==> src/rtl/trfe_pkg.sv <==
`timescale 1ns / 1ps
// ----------------------------------------------------------------------------
// trfe_pkg
// Shared codes, constants and types of the tri-state remote frame encoder.
// ----------------------------------------------------------------------------
package trfe_pkg;

  localparam logic [1:0] OP_TICK = 2'd0;
  localparam logic [1:0] OP_SYM  = 2'd1;
  localparam logic [1:0] OP_HDR  = 2'd2;

  localparam logic CFG_ENABLE = 1'b0;
  localparam logic CFG_FORCE  = 1'b1;

  localparam logic [1:0] MODE_TRI  = 2'd0;
  localparam logic [1:0] MODE_FAST = 2'd1;

  localparam logic [1:0] SYM_ZERO  = 2'd0;
  localparam logic [1:0] SYM_ONE   = 2'd1;
  localparam logic [1:0] SYM_FLOAT = 2'd2;

  localparam int SLOTS_PER_SYMBOL = 8;
  localparam int SLOT_W           = 3;
  localparam int BUS_W            = 4;
  localparam int SYMV_W           = 2;
  localparam int LEN_IN_W         = 5;
  localparam int POS_OUT_W        = 10;

  localparam logic [SLOTS_PER_SYMBOL-1:0] FAST_SQUARE = 8'hAA;
  localparam logic [SLOTS_PER_SYMBOL-1:0] SLOW_SQUARE = 8'hCC;

  localparam logic [1:0]          HDR_MODE_RST = MODE_FAST;
  localparam logic [LEN_IN_W-1:0] HDR_LEN_RST  = 5'd16;
  localparam logic [BUS_W-1:0]    ENABLE_RST   = 4'hF;
  localparam logic [BUS_W-1:0]    FORCE_RST    = 4'h0;

  typedef struct packed {
    logic                sym_we;
    logic                hdr_we;
    logic [SYMV_W-1:0]   sym_value;
    logic [1:0]          mode;
    logic [LEN_IN_W-1:0] len;
  } trfe_wr_t;

  function automatic logic [SLOTS_PER_SYMBOL-1:0] tri_pattern(input logic [SYMV_W-1:0] sym);
    logic [SLOTS_PER_SYMBOL-1:0] pat;
    case (sym)
      SYM_ZERO:  pat = 8'h11;
      SYM_ONE:   pat = 8'h77;
      SYM_FLOAT: pat = 8'h71;
      default:   pat = 8'h17;
    endcase
    return pat;
  endfunction

endpackage

==> src/rtl/trfe_ram.sv <==
`timescale 1ns / 1ps
// ----------------------------------------------------------------------------
// trfe_ram
// Generic single-write, single-read RAM with registered read data.
// ----------------------------------------------------------------------------
module trfe_ram #(
  parameter int WIDTH = 2,
  parameter int DEPTH = 96
) (
  input  logic                     clk,
  input  logic                     we,
  input  logic [$clog2(DEPTH)-1:0] waddr,
  input  logic [WIDTH-1:0]         wdata,
  input  logic                     re,
  input  logic [$clog2(DEPTH)-1:0] raddr,
  output logic [WIDTH-1:0]         rdata
);

  logic [WIDTH-1:0] mem [DEPTH];
  logic [WIDTH-1:0] rdata_r;

  always_ff @(posedge clk) begin
    if (we) begin
      mem[waddr] <= wdata;
    end
    if (re) begin
      rdata_r <= mem[raddr];
    end
  end

  assign rdata = rdata_r;

endmodule

==> src/rtl/trfe_pos.sv <==
`timescale 1ns / 1ps
// ----------------------------------------------------------------------------
// trfe_pos
// Slot position counter, kept as frame, symbol and slot digits plus the
// linear position.
// ----------------------------------------------------------------------------
module trfe_pos #(
  parameter int FRAMES        = 3,
  parameter int FRAME_SYMBOLS = 32,
  localparam int FR_W  = (FRAMES > 1) ? $clog2(FRAMES) : 1,
  localparam int SYM_W = $clog2(FRAME_SYMBOLS),
  localparam int TOTAL = FRAMES * FRAME_SYMBOLS * trfe_pkg::SLOTS_PER_SYMBOL,
  localparam int POS_W = $clog2(TOTAL)
) (
  input  logic                        clk,
  input  logic                        rst_n,
  input  logic                        adv,
  output logic [FR_W-1:0]             frame,
  output logic [SYM_W-1:0]            sym,
  output logic [trfe_pkg::SLOT_W-1:0] slot,
  output logic [POS_W-1:0]            pos
);

  import trfe_pkg::*;

  logic [FR_W-1:0]   frame_r;
  logic [SYM_W-1:0]  sym_r;
  logic [SLOT_W-1:0] slot_r;
  logic [POS_W-1:0]  pos_r;
  logic              slot_last;
  logic              sym_last;
  logic              frame_last;

  assign slot_last  = (slot_r == SLOT_W'(SLOTS_PER_SYMBOL - 1));
  assign sym_last   = (sym_r == SYM_W'(FRAME_SYMBOLS - 1));
  assign frame_last = (frame_r == FR_W'(FRAMES - 1));

  always_ff @(posedge clk) begin
    if (!rst_n) begin
      frame_r <= '0;
      sym_r   <= '0;
      slot_r  <= '0;
      pos_r   <= '0;
    end else if (adv) begin
      slot_r <= slot_r + 1'b1;
      pos_r  <= (pos_r == POS_W'(TOTAL - 1)) ? '0 : pos_r + 1'b1;
      if (slot_last) begin
        sym_r <= sym_last ? '0 : sym_r + 1'b1;
        if (sym_last) begin
          frame_r <= frame_last ? '0 : frame_r + 1'b1;
        end
      end
    end
  end

  assign frame = frame_r;
  assign sym   = sym_r;
  assign slot  = slot_r;
  assign pos   = pos_r;

endmodule

==> src/rtl/trfe_lane.sv <==
`timescale 1ns / 1ps
// ----------------------------------------------------------------------------
// trfe_lane
// One channel: symbol RAM, frame headers and the slot level of the waveform.
// ----------------------------------------------------------------------------
module trfe_lane #(
  parameter int FRAMES        = 3,
  parameter int FRAME_SYMBOLS = 32,
  localparam int FR_W  = (FRAMES > 1) ? $clog2(FRAMES) : 1,
  localparam int SYM_W = $clog2(FRAME_SYMBOLS),
  localparam int DEPTH = FRAMES * FRAME_SYMBOLS,
  localparam int AW    = $clog2(DEPTH)
) (
  input  logic                        clk,
  input  logic                        rst_n,
  input  trfe_pkg::trfe_wr_t          wr,
  input  logic [AW-1:0]               wr_addr,
  input  logic [FR_W-1:0]             wr_frame,
  input  logic                        rd_en,
  input  logic [AW-1:0]               rd_addr,
  input  logic [FR_W-1:0]             rd_frame,
  input  logic [SYM_W-1:0]            s1_sym,
  input  logic [trfe_pkg::SLOT_W-1:0] s1_slot,
  output logic                        level
);

  import trfe_pkg::*;

  logic [1:0]          hdr_mode_r [FRAMES];
  logic [LEN_IN_W-1:0] hdr_len_r  [FRAMES];
  logic [1:0]          s1_mode_r;
  logic [SYM_W-1:0]    s1_len_r;
  logic [SYM_W-1:0]    len_nxt;
  logic [SYMV_W-1:0]   sym_q;
  logic [SLOTS_PER_SYMBOL-1:0] pat;

  always_ff @(posedge clk) begin
    if (!rst_n) begin
      for (int f = 0; f < FRAMES; f++) begin
        hdr_mode_r[f] <= HDR_MODE_RST;
        hdr_len_r[f]  <= HDR_LEN_RST;
      end
    end else if (wr.hdr_we) begin
      hdr_mode_r[wr_frame] <= wr.mode;
      hdr_len_r[wr_frame]  <= wr.len;
    end
  end

  assign len_nxt = (int'(hdr_len_r[rd_frame]) > FRAME_SYMBOLS - 1) ?
                   SYM_W'(FRAME_SYMBOLS - 1) : SYM_W'(hdr_len_r[rd_frame]);

  always_ff @(posedge clk) begin
    if (rd_en) begin
      s1_mode_r <= hdr_mode_r[rd_frame];
      s1_len_r  <= len_nxt;
    end
  end

  trfe_ram #(
    .WIDTH (SYMV_W),
    .DEPTH (DEPTH)
  ) u_sym_ram (
    .clk   (clk),
    .we    (wr.sym_we),
    .waddr (wr_addr),
    .wdata (wr.sym_value),
    .re    (rd_en),
    .raddr (rd_addr),
    .rdata (sym_q)
  );

  always_comb begin
    case (s1_mode_r)
      MODE_TRI:  pat = tri_pattern(sym_q);
      MODE_FAST: pat = FAST_SQUARE;
      default:   pat = SLOW_SQUARE;
    endcase
    if (s1_sym < s1_len_r) begin
      level = pat[s1_slot];
    end else begin
      level = (s1_mode_r == MODE_TRI) && (s1_sym == s1_len_r) && (s1_slot == '0);
    end
  end

endmodule

==> src/rtl/tristate_remote_frame_encoder_top.sv <==
`timescale 1ns / 1ps
// ----------------------------------------------------------------------------
// tristate_remote_frame_encoder_top
// Four-bit remote-control waveform generator with per-channel tri-state code
// frames. Takes one item per clock while in_stall is low; a tick's result
// passes through the registered read of the per-channel symbol RAM and then
// the result register. Write items give no result. After reset the symbol
// RAMs are filled with float, one row per cycle over all FRAMES *
// FRAME_SYMBOLS rows (96 by default); in_stall stays high for that pass,
// while configuration writes are taken throughout.
// ----------------------------------------------------------------------------
module tristate_remote_frame_encoder_top #(
  parameter int CHANNELS      = 4,
  parameter int FRAMES        = 3,
  parameter int FRAME_SYMBOLS = 32
) (
  input  logic       clk,
  input  logic       rst_n,

  input  logic       in_valid,
  output logic       in_stall,
  input  logic [1:0] in_opcode,
  input  logic [1:0] in_channel,
  input  logic [1:0] in_frame_number,
  input  logic [4:0] in_symbol_index,
  input  logic [1:0] in_symbol_value,
  input  logic [1:0] in_frame_mode,
  input  logic [4:0] in_frame_length,

  output logic       out_valid,
  input  logic       out_stall,
  output logic [3:0] out_bus_value,
  output logic [9:0] out_slot_position,

  input  logic       cfg_valid,
  output logic       cfg_ready,
  input  logic       cfg_index,
  input  logic [3:0] cfg_data
);

  import trfe_pkg::*;

  localparam int FR_W   = (FRAMES > 1) ? $clog2(FRAMES) : 1;
  localparam int SYM_W  = $clog2(FRAME_SYMBOLS);
  localparam int DEPTH  = FRAMES * FRAME_SYMBOLS;
  localparam int AW     = $clog2(DEPTH);
  localparam int TOTAL  = DEPTH * SLOTS_PER_SYMBOL;
  localparam int POS_W  = $clog2(TOTAL);
  localparam int BUS_CH = (CHANNELS < BUS_W) ? CHANNELS : BUS_W;

  logic              clr_busy_r;
  logic [AW-1:0]     clr_addr_r;
  logic [BUS_W-1:0]  enable_r;
  logic [BUS_W-1:0]  force_r;

  logic              in_acc;
  logic              tick_acc;
  logic              wr_ok;
  logic              s1_valid_r;
  logic [POS_W-1:0]  s1_pos_r;
  logic [SYM_W-1:0]  s1_sym_r;
  logic [SLOT_W-1:0] s1_slot_r;
  logic              s1_go;

  logic              out_valid_r;
  logic [BUS_W-1:0]  out_bus_r;
  logic [POS_OUT_W-1:0] out_slot_r;

  logic [FR_W-1:0]   cur_frame;
  logic [SYM_W-1:0]  cur_sym;
  logic [SLOT_W-1:0] cur_slot;
  logic [POS_W-1:0]  cur_pos;

  logic [AW-1:0]     rd_addr;
  logic [AW-1:0]     wr_addr;
  logic [FR_W-1:0]   wr_frame;
  trfe_wr_t          wr_l   [BUS_CH];
  logic              lvl    [BUS_CH];
  logic [BUS_W-1:0]  wave;
  logic [BUS_W-1:0]  bus_nxt;

  // handshake
  assign s1_go    = s1_valid_r && (!out_valid_r || !out_stall);
  assign in_stall = clr_busy_r || (s1_valid_r && !s1_go);
  assign in_acc   = in_valid && !in_stall;
  assign tick_acc = in_acc && (in_opcode == OP_TICK);
  assign wr_ok    = in_acc && (int'(in_channel) < CHANNELS) &&
                    (int'(in_frame_number) < FRAMES);
  assign cfg_ready = 1'b1;

  // configuration
  always_ff @(posedge clk) begin
    if (!rst_n) begin
      enable_r <= ENABLE_RST;
      force_r  <= FORCE_RST;
    end else if (cfg_valid && cfg_ready) begin
      case (cfg_index)
        CFG_ENABLE: enable_r <= cfg_data;
        CFG_FORCE:  force_r  <= cfg_data;
        default:    enable_r <= enable_r;
      endcase
    end
  end

  // symbol RAM fill after reset
  always_ff @(posedge clk) begin
    if (!rst_n) begin
      clr_busy_r <= 1'b1;
      clr_addr_r <= '0;
    end else if (clr_busy_r) begin
      clr_addr_r <= clr_addr_r + 1'b1;
      if (clr_addr_r == AW'(DEPTH - 1)) begin
        clr_busy_r <= 1'b0;
      end
    end
  end

  trfe_pos #(
    .FRAMES        (FRAMES),
    .FRAME_SYMBOLS (FRAME_SYMBOLS)
  ) u_pos (
    .clk   (clk),
    .rst_n (rst_n),
    .adv   (tick_acc),
    .frame (cur_frame),
    .sym   (cur_sym),
    .slot  (cur_slot),
    .pos   (cur_pos)
  );

  assign rd_addr  = AW'(AW'(cur_frame) * AW'(FRAME_SYMBOLS) + AW'(cur_sym));
  assign wr_frame = FR_W'(in_frame_number);
  assign wr_addr  = clr_busy_r ? clr_addr_r :
                    AW'(AW'(wr_frame) * AW'(FRAME_SYMBOLS) + AW'(in_symbol_index));

  always_comb begin
    for (int l = 0; l < BUS_CH; l++) begin
      wr_l[l].sym_we    = clr_busy_r ||
                          (wr_ok && (in_opcode == OP_SYM) && (in_channel == 2'(l)) &&
                           (int'(in_symbol_index) < FRAME_SYMBOLS));
      wr_l[l].hdr_we    = wr_ok && (in_opcode == OP_HDR) && (in_channel == 2'(l));
      wr_l[l].sym_value = clr_busy_r ? SYM_FLOAT : in_symbol_value;
      wr_l[l].mode      = in_frame_mode;
      wr_l[l].len       = in_frame_length;
    end
  end

  for (genvar g = 0; g < BUS_CH; g++) begin : g_lane
    trfe_lane #(
      .FRAMES        (FRAMES),
      .FRAME_SYMBOLS (FRAME_SYMBOLS)
    ) u_lane (
      .clk      (clk),
      .rst_n    (rst_n),
      .wr       (wr_l[g]),
      .wr_addr  (wr_addr),
      .wr_frame (wr_frame),
      .rd_en    (tick_acc),
      .rd_addr  (rd_addr),
      .rd_frame (cur_frame),
      .s1_sym   (s1_sym_r),
      .s1_slot  (s1_slot_r),
      .level    (lvl[g])
    );
  end

  // read stage
  always_ff @(posedge clk) begin
    if (!rst_n) begin
      s1_valid_r <= 1'b0;
    end else if (tick_acc) begin
      s1_valid_r <= 1'b1;
    end else if (s1_go) begin
      s1_valid_r <= 1'b0;
    end
  end

  always_ff @(posedge clk) begin
    if (tick_acc) begin
      s1_pos_r  <= cur_pos;
      s1_sym_r  <= cur_sym;
      s1_slot_r <= cur_slot;
    end
  end

  always_comb begin
    wave = '0;
    for (int l = 0; l < BUS_CH; l++) begin
      wave[l] = lvl[l];
    end
  end

  assign bus_nxt = (wave & enable_r) | force_r;

  // result register
  always_ff @(posedge clk) begin
    if (!rst_n) begin
      out_valid_r <= 1'b0;
    end else if (s1_go) begin
      out_valid_r <= 1'b1;
    end else if (!out_stall) begin
      out_valid_r <= 1'b0;
    end
  end

  always_ff @(posedge clk) begin
    if (s1_go) begin
      out_bus_r  <= bus_nxt;
      out_slot_r <= POS_OUT_W'(s1_pos_r);
    end
  end

  assign out_valid         = out_valid_r;
  assign out_bus_value     = out_bus_r;
  assign out_slot_position = out_slot_r;

  // checks
  a_pos_moves_on_tick: assert property (@(posedge clk) disable iff (!rst_n)
    !tick_acc |=> $stable(cur_pos))
    else $error("slot position moved without a tick transfer");

  a_fill_ends_at_last_row: assert property (@(posedge clk) disable iff (!rst_n)
    $fell(clr_busy_r) |-> ($past(clr_addr_r) == AW'(DEPTH - 1)))
    else $error("symbol RAM fill ended early");

  a_full_pipe_stalls: assert property (@(posedge clk) disable iff (!rst_n)
    (s1_valid_r && out_valid_r && out_stall) |-> in_stall)
    else $error("input taken while both stages are full");

  a_result_follows_read: assert property (@(posedge clk) disable iff (!rst_n)
    (out_valid_r && !$past(out_valid_r)) |-> $past(s1_valid_r))
    else $error("result without a pending read stage");

endmodule
==> config.mk <==
export PLATFORM = sky130hd
export DESIGN_NAME = tristate_remote_frame_encoder_top
export DESIGN_NICKNAME = d
export VERILOG_FILES = /design/src/rtl/trfe_pkg.sv /design/src/rtl/trfe_ram.sv /design/src/rtl/trfe_pos.sv /design/src/rtl/trfe_lane.sv /design/src/rtl/tristate_remote_frame_encoder_top.sv
export SDC_FILE = /design/constraint.sdc
export NUM_CORES = 1
export LEC_CHECK = 0
export ABC_AREA = 0
export BUFFER_PORTS_ARGS = -buffer_cell sky130_fd_sc_hd__buf_2
export CAP_MARGIN = 20
export CORE_MARGIN = 2
export CORE_UTILIZATION = 55
export DETAILED_ROUTE_END_ITERATION = 8
export PLACE_DENSITY = 0.82
export RECOVER_POWER = 50
export REMOVE_ABC_BUFFERS = 1
export SYNTH_ARGS = -nofsm -noshare
export SYNTH_HDL_FRONTEND = slang
export SYNTH_HIERARCHICAL = 1
export SYNTH_SLANG_ARGS = --single-unit
==> constraint.sdc <==
create_clock -name clk -period 14.1 [get_ports clk]
set_input_delay 1.41 -clock clk [delete_from_list [all_inputs] [get_ports clk]]
set_output_delay 1.41 -clock clk [all_outputs]
set_load 0.005 [all_outputs]
* Yosys cells after proc, flatten, opt, wreduce, memory -nomap -nowiden
Memories as Yosys holds them, arrays and structs flattened. A register that Yosys moved wholly into a read port is not among the register bits.
Index checks and enable logic that the tools add are counted.
** Cells by class
- Add/subtract/negate cells :: 7
- Order comparisons :: 6
- Equality and inequality tests :: 27
- Muxes and demuxes :: 76
- Bitwise logic cells :: 3
- Reductions and logical operators :: 57
** Operator list (number)
- $pmux 7 s3 :: 4
- $pmux 8 s2 :: 4
- $mux 1 :: 43
- $mux 2 :: 14
- $mux 5 :: 5
- $logic_and 1x1->1 :: 23
- $eq 2x1->1 const B :: 10
- $eq 5x5->1 :: 4
- $logic_not 2->1 :: 10
- $lt 5x5->1 :: 4
- $reduce_or 5->1 :: 4
- $eq 2x2->1 const B :: 8
- $add 7x5->7 :: 2
- $bmux 1 s3 :: 4
- $add 10x1->10 const B :: 1
- $eq 10x10->1 const B :: 1
- $mux 10 :: 1
- $reduce_or 2->1 :: 4
- $add 7x1->7 const B :: 1
- $eq 7x7->1 const B :: 1
- $mux 7 :: 1
- $logic_or 1x1->1 :: 6
- $reduce_and 2->1 :: 3
- $add 5x1->5 const B :: 1
- other kinds (14) :: 17
** Storage, ports and cells
- Register bits after elaboration :: 70
- Bits in writable memories :: 852
- Output and inout bits :: 17
- Logic and storage cells :: 203
- Memories :: 12
** Memory list
- g_lane[0].u_lane.u_sym_ram.mem :: words 96, bits a word 2, rd ports 1, clocked after Yosys merged registers in 1, wr ports 1, RTL line trfe_ram.sv:19 : logic [WIDTH-1:0] mem [DEPTH];
- g_lane[1].u_lane.u_sym_ram.mem :: words 96, bits a word 2, rd ports 1, clocked after Yosys merged registers in 1, wr ports 1, RTL line trfe_ram.sv:19
- g_lane[2].u_lane.u_sym_ram.mem :: words 96, bits a word 2, rd ports 1, clocked after Yosys merged registers in 1, wr ports 1, RTL line trfe_ram.sv:19
- g_lane[3].u_lane.u_sym_ram.mem :: words 96, bits a word 2, rd ports 1, clocked after Yosys merged registers in 1, wr ports 1, RTL line trfe_ram.sv:19
- g_lane[0].u_lane.hdr_len_r :: words 3, bits a word 5, rd ports 1, clocked after Yosys merged registers in 1, wr ports 3, RTL line trfe_lane.sv:30 : logic [LEN_IN_W-1:0] hdr_len_r [FRAMES];
- g_lane[1].u_lane.hdr_len_r :: words 3, bits a word 5, rd ports 1, clocked after Yosys merged registers in 1, wr ports 3, RTL line trfe_lane.sv:30
- 6 more memories

* Longest topological paths before layout
Gate-level depths: netlist of run 1.
- Depth after elaboration :: 16
- Depth in mapped cells :: 9

* Modules after synthesis
The synthesis of run 1 kept the hierarchy.
** Modules (own cells, without submodules)
- trfe_ram :: instances 4, cells an instance 461, area an instance 8041.5 µm²
- trfe_lane :: instances 4, cells an instance 104, area an instance 1615.3 µm²
- tristate_remote_frame_encoder_top :: instances 1, cells an instance 147, area an instance 1928.1 µm²
- trfe_pos :: instances 1, cells an instance 98, area an instance 904.6 µm²

* Worst setup path before layout of run 1
No wires, ideal clock.
- Path kind :: input -> register
- Start point :: in in_symbol_value[0]
- End point :: mem g_lane[0].u_lane.u_sym_ram.mem[0][0] (data pin)
- Arrival :: 10587 ps
- Data required time :: 12015 ps
- Slack :: 1427 ps
- Cell stages on the path :: 1
- Buffers on the path :: 0
- Cell sequence :: nor2b_1
** On the way
- Cells in the longest elaborated chain, start to end :: 1
** RTL lines
- from (decl) :: RTL line tristate_remote_frame_encoder_top.sv:26 : input logic [1:0] in_symbol_value,
- $mux 2 :: RTL line tristate_remote_frame_encoder_top.sv:142 : wr_l[l].sym_value = clr_busy_r ? SYM_FLOAT : in_symbol_value;
- to (decl) :: RTL line trfe_ram.sv:19
Every way passes these cells.

==> impl_metrics.json, run 1 <==
{
  "outcome": "finished, violations left",
  "violations": "capacitance limit, slew limit",
  "area_delta_synth_final_pct": 9.591,
  "finalCritPeriodShare_pct": 58.51,
  "drv_cap": 11,
  "ioPinCount": 47,
  "fin_nets": 2638,
  "finalPower_mw": 5.730,
  "synth_top_area_cell": "edfxtp_1",
  "drtIter0Drc": 3018,
  "cts_hold_buf": 0,
  "first_pass_iters": 6,
  "timing.reg2reg.setup_slack_ns": 5.85,
  "async_reset_ff_share_pct": 0,
  "grt_overflow": 0,
  "path_depth": 3,
  "cp.required_ns": 13.98,
  "row_count": 100,
  "grt_pass1_wl_um": 138200,
  "setup_tns_ns": 0,
  "min_from": "s1_pos_r[7]",
  "post_cts_resized": 0,
  "die_w_um": 278.6,
  "cts_made_buffers": 92,
  "syn_inst": 2505,
  "yosys-top-cells-count": "948 x edfxtp_1, 410 x nor2_1, 164 x mux4_2",
  "crit_top_cell": "clkbuf_1",
  "finalSetupViolCount": 0,
  "synth_seq_cells": 986,
  "rr_worst_depth": 3,
  "skew_ns": 0.02613,
  "antenna_left": 0,
  "antenna_found_initial": 3,
  "min_to": "out_slot_position[7]",
  "initial_utilization_pct": 55.60,
  "worstPathMaxFanout": 100,
  "setup_ws_ns": 5.850,
  "yosysWarnings": 6,
  "synth-edff-count": 948,
  "final_area_um2": 45440,
  "clk_latency_ns": 0.66,
  "critPathArrivalTime_ns": 8.13,
  "vias": 23230,
  "yosysSeqAreaShare_pct": 70.50,
  "tightest_slew_ns": 4.152,
  "yosysTopAreaCellShare_pct": 68.66,
  "hold_viol": 0,
  "crit-reg2reg-launch": "clr_busy_r",
  "ctsRootBufferMaster": "clkbuf_16",
  "postCtsSetupRepairBufs": 0,
  "drt-wirelength-per-cell_um": 25.02,
  "whs_path_depth": 0,
  "synthDistinctLibCells": 53,
  "peakVddDrop_mv": 0.1008,
  "syn_area_um2": 41460,
  "crit_path_end_kind": "register",
  "placement.io_buffers": 45,
  "slew_headroom_pct": -176.8,
  "dpl_worst_slack_ns": 9.629,
  "h-tree-depth": 3,
  "maxSlewViolCount": 707,
  "leakagePower_nw": 13.89,
  "worstSetupPathType": "reg -> reg",
  "detail_route.vias_per_cell": 6.427,
  "dieArea_um2": 77590,
  "worst_setup_path_start_kind": "register",
  "gp_congestion": 0.8370,
  "hold_path_class": "reg -> reg",
  "placed_area_um2": 42560,
  "drive_above_1_share_pct": 13.50,
  "avgSynthCellArea_um2": 16.55,
  "cts_sinks": 986,
  "powerDensity_nw_per_um2": 126.1,
  "rsz0062_at_grt": "no",
  "clk_pin_slew_ns": 0.06,
  "max-clock-path-buffers": 3,
  "synth_most_common_cell": "edfxtp_1",
  "path_delay_family": "buffers and inverters",
  "r2r-end": "g_lane[0].u_lane/u_sym_ram/mem[38][1]",
  "synthFlopType": "edfxtp_1",
  "drc": 0,
  "grtUsageTotal_pct": 23.35,
  "tritoncts": "built",
  "dp_hpwl_um": 54870,
  "grt_pass1_vias": 24140,
  "fmax_mhz": 121.2,
  "period_minus_slack_ns": 8.250,
  "fin_util_pct": 60.93,
  "grt_max_degree": 273,
  "synth.area.top_cells": "edfxtp_1 69%, mux4_2 8.9%, nor2_1 3.7%",
  "core_area_um2": 74570,
  "wl_um": 90440,
  "crit_chain": "or2_0 > clkbuf_1 > clkbuf_1",
  "cp_slowest_cell": "clkbuf_1",
  "cp_slowest_stage_delay_ns": 2.91,
  "die_h_um": 278.6,
  "fillers": 5134,
  "crit_buf_inv": 2
}
[per-stage QoR]
stage / hold slack, ns / cells
floorplan: 0.4003 / 2411
global placement: 0.4071 / 3447
detailed placement: 0.4057 / 3447
CTS: 0.4206 / 3611
global route: 0.4221 / 3615
finish: 0.4192 / 3615
[worst max path at each step]
stage | start | to | slack [ns]
2_1_floorplan | in_symbol_value[0] | g_lane[0].u_lane/u_sym_ram/mem[0][0] | 1.45
3_3_place_gp | in_opcode[0] | g_lane[0].u_lane/hdr_len_r[2][2] | 9.79
3_5_place_dp | in_opcode[0] | g_lane[1].u_lane/hdr_len_r[1][3] | 9.63
4_1_cts | u_pos/sym[0] | g_lane[2].u_lane/u_sym_ram/rdata[0] | 10.02
5_1_grt | clr_busy_r | g_lane[0].u_lane/u_sym_ram/mem[92][1] | 5.22
6_report | clr_busy_r | g_lane[0].u_lane/u_sym_ram/mem[38][1] | 5.85
[layout make-up]
type / instances / area (um2) / area share (%)
diodes: 2 / 5.005 / 0.01102
clock buffers: 109 / 2439 / 5.367
well taps: 969 / 1212 / 2.668
flip-flops and latches: 986 / 29230 / 64.33
inverters: 32 / 120.1 / 0.2644
clock inverters: 55 / 514.2 / 1.132
multi-input cells: 1393 / 11560 / 25.43
repair buffers: 69 / 360.3 / 0.7931
[per-layer routing]
metal	wire, um	part of all wire (%)	vias to the layer above	track usage (%)
li1	-	-	9965	-
met1	33210	37	11710	29.93
met2	45730	51	1292	40.03
met3	8204	9.1	265	4.382
met4	3298	3.6	0	8.616
met5	0	0	-	0
[placed cells by master (no fill, tap or decap), drive strengths merged, types with 8 or more instances in the layout]
cell	instances
clkinv	38
inv	36
nor3	61
a211oi	12
o21ai	25
dfxtp	38
ha	34
nand3	81
bufinv	9
nand2b	48
or3	19
nor2b	56
mux2i	28
edfxtp	948
o22ai	8
o211ai	12
nor2	410
clkbuf	135
a21boi	8
mux4	220
and2	72
nand4	21
nand2	115
a22oi	56
a21oi	41
buf	43
[power by group]
| part | switching, mW | internal, mW |
|---|---|---|
| sequential | 0.00504 | 3.18 |
| combinational | 0.0786 | 0.0212 |
| clock | 1.05 | 1.40 |
| total | 1.13 | 4.60 |
[kinds of logic (layout without fill, tap and decap cells)]
| kind of cell | after synthesis | count (layout) | share of synthesized area [%] |
|---|---|---|---|
| other cells | 1 | 3 | 0.009045 |
| mux | 254 | 254 | 13.30 |
| flops | 986 | 986 | 70.50 |
| fa+ha+maj | 34 | 34 | 1.026 |
| compound gates | 182 | 182 | 2.955 |
| xor+xnor | 9 | 9 | 0.1901 |
| simple gates | 913 | 913 | 10.40 |
| buf+inv | 126 | 265 | 1.627 |
[flip-flops by register name, summed over array words and instances, names as in the netlist, 4 cells and up]
register and flops:
out_slot_position 10, g_lane.u_lane/s1_mode_r 8, s1_sym_r 5, u_pos/sym 5, g_lane.u_lane/u_sym_ram/rdata 8, g_lane.u_lane/hdr_len_r 80, enable_r 4, g_lane.u_lane/hdr_mode_r 32
out_bus_value 4, clr_addr_r 7, s1_pos_r 10, g_lane.u_lane/s1_len_r 20, g_lane.u_lane/u_sym_ram/mem 768, force_r 4, u_pos/pos 10
Note: power is estimated with default switching activity, not from simulation.
==> run 2, diff against run 1 <==
--- a/config.mk
+++ b/config.mk
@@ -11,7 +11,7 @@
 export CORE_MARGIN = 2
 export CORE_UTILIZATION = 55
 export DETAILED_ROUTE_END_ITERATION = 8
-export PLACE_DENSITY = 0.82
+export PLACE_DENSITY = 0.85
 export RECOVER_POWER = 50
 export REMOVE_ABC_BUFFERS = 1
 export SYNTH_ARGS = -nofsm -noshare
==> constraint.sdc (replaced) <==
create_clock -name clk -period 7.31 [get_ports clk]
set_input_delay 0.731 -clock clk [delete_from_list [all_inputs] [get_ports clk]]
set_output_delay 0.731 -clock clk [all_outputs]
set_load 0.005 [all_outputs]
==> impl_metrics.json, run 2 (synthesis results as in run 1) <==
{
  "crit-reg2reg-launch": "clr_busy_r",
  "post_cts_resized": 0,
  "initial_utilization_pct": 55.60,
  "peakVddDrop_mv": 0.1955,
  "min_from": "cfg_data[0]",
  "first_pass_iters": 6,
  "fmax_mhz": 193.2,
  "regMostFlops": "g_lane.u_lane/u_sym_ram/mem",
  "maxSlewViolCount": 700,
  "h-tree-depth": 3,
  "whs_path_depth": 3,
  "fin_util_pct": 60.91,
  "crit_chain": "clkbuf_1 > nor2b_1 > clkbuf_4",
  "dp_hpwl_um": 53930,
  "skew_ns": 0.02546,
  "layout_common_cells": "948 x edfxtp_1, 409 x nor2_1, 164 x mux4_2",
  "layout_commonest_cell": "edfxtp_1",
  "slew_headroom_pct": -141.1,
  "critPathArrivalTime_ns": 5.12,
  "placement.io_buffers": 45,
  "timing.reg2reg.setup_slack_ns": 2.13,
  "multiInputGateArea_um2": 11530,
  "finalCritPeriodShare_pct": 70.81,
  "grt_pass1_wl_um": 137600,
  "worstSetupPathType": "reg -> reg",
  "grt_overflow": 0,
  "cts_hold_buf": 0,
  "cts_made_buffers": 93,
  "vias": 23470,
  "area_delta_synth_final_pct": 9.552,
  "hold_viol": 0,
  "clk_latency_ns": 0.66,
  "violations": "capacitance limit, slew limit",
  "antenna_left": 0,
  "row_count": 100,
  "cts_sinks": 986,
  "core_area_um2": 74570,
  "min_to": "enable_r[0]",
  "worst_setup_path_start_kind": "register",
  "cp_slowest_stage_delay_ns": 2.31,
  "dieArea_um2": 77590,
  "period_minus_slack_ns": 5.176,
  "clk_pin_slew_ns": 0.06,
  "setup_tns_ns": 0,
  "drtIter0Drc": 3347,
  "crit_path_end_kind": "register",
  "drc": 0,
  "cp_slowest_cell": "clkbuf_4",
  "regArea_um2": 29230,
  "tritoncts": "built",
  "drv_cap": 9,
  "grtUsageTotal_pct": 23.23,
  "fin_nets": 2636,
  "tightest_slew_ns": 3.617,
  "wl_um": 90510,
  "ctsRootBufferMaster": "clkbuf_16",
  "die_h_um": 278.6,
  "rsz0062_at_grt": "no",
  "worstPathMaxFanout": 329,
  "largest_register_ffs": 768,
  "hold_path_class": "in -> reg",
  "grt_pass1_vias": 24120,
  "postCtsSetupRepairBufs": 0,
  "max-clock-path-buffers": 3,
  "drt-wirelength-per-cell_um": 25.02,
  "finalSetupViolCount": 0,
  "rr_worst_depth": 3,
  "cp.required_ns": 7.26,
  "gp_congestion": 0.8418,
  "leakagePower_nw": 13.80,
  "die_w_um": 278.6,
  "powerDensity_nw_per_um2": 242.3,
  "hold_ws_ns": 0.3208,
  "grt_max_degree": 330,
  "drive_above_1_share_pct": 13.79,
  "outcome": "finished, violations left",
  "largestRegisters": "g_lane.u_lane/u_sym_ram/mem: 768 flops, g_lane.u_lane/hdr_len_r: 80 flops, g_lane.u_lane/hdr_mode_r: 32 flops",
  "detail_route.vias_per_cell": 6.488,
  "r2r-end": "g_lane[2].u_lane/u_sym_ram/mem[9][0]",
  "antenna_found_initial": 2,
  "ioPinCount": 47,
  "fillers": 4960
}
run 2: cell types whose count changed in the layout (fill, tap and decap cells not counted), sizes merged:
cell	before	now
clkbuf	135	140
bufinv	9	6
buf	43	45
clkinv	38	36
clkinvlp	4	2
inv	36	38
run 2: layer usage:
metal	global-route usage [%]	part of all wire, %	vias to the layer above
li1	-	-	9965
met2	39.46	50	1470
met1	29.42	36	11750
met5	0	0.017	-
met4	8.506	3.6	2
met3	5.390	10	281
run 2: power breakdown:
part / total (mW) / switching (mW) / internal, mW
Clock: 4.67 / 2.02 / 2.66
Sequential: 6.14 / 0.00858 / 6.13
Combinational: 0.194 / 0.153 / 0.0408
Total: 11.0 / 2.18 / 8.83
run 2: final cells by class:
class,count,area share (%)
antenna,2,0.01102
clock buffer,119,5.565
clock inverter,50,0.9146
inverter,32,0.2645
multi-input combinational,1393,25.39
sequential,986,64.35
tap,969,2.669
timing repair buffer,66,0.8347
run 2: worst max path at each step:
stage	from	to	slack [ns]	depth (start not counted)
CTS	clr_busy_r	g_lane[3].u_lane/u_sym_ram/mem[22][0]	3.84	6
detailed placement	in_opcode[1]	g_lane[3].u_lane/u_sym_ram/mem[22][0]	3.36	7
finish	clr_busy_r	g_lane[2].u_lane/u_sym_ram/mem[9][0]	2.13	3
global placement	in_frame_number[0]	g_lane[3].u_lane/u_sym_ram/mem[38][0]	3.50	7
global route	clr_busy_r	g_lane[2].u_lane/u_sym_ram/mem[82][1]	1.80	4
floorplan	in_symbol_value[0]	g_lane[0].u_lane/u_sym_ram/mem[0][0]	-4.66	1
run 2: per-stage QoR:
stage                     total power, mW  instances  worst slack [ns]  instance area (um2)
after global routing                11.27       3615             1.803                45410
after detailed placement            6.447       3442             3.358                42560
final                               11.01       3617             2.134                45420
after floorplan                     6.355       2411            -4.664                40910
after global placement              6.436       3442             3.503                42560
after CTS                           11.05       3611             3.844                45500
run 2: critical path, delay by kind of cell, from the launching register on:
family        cells  cell delay (ns)
buf+inv           2             2.84
simple gates      1             0.88
flops             1             0.32
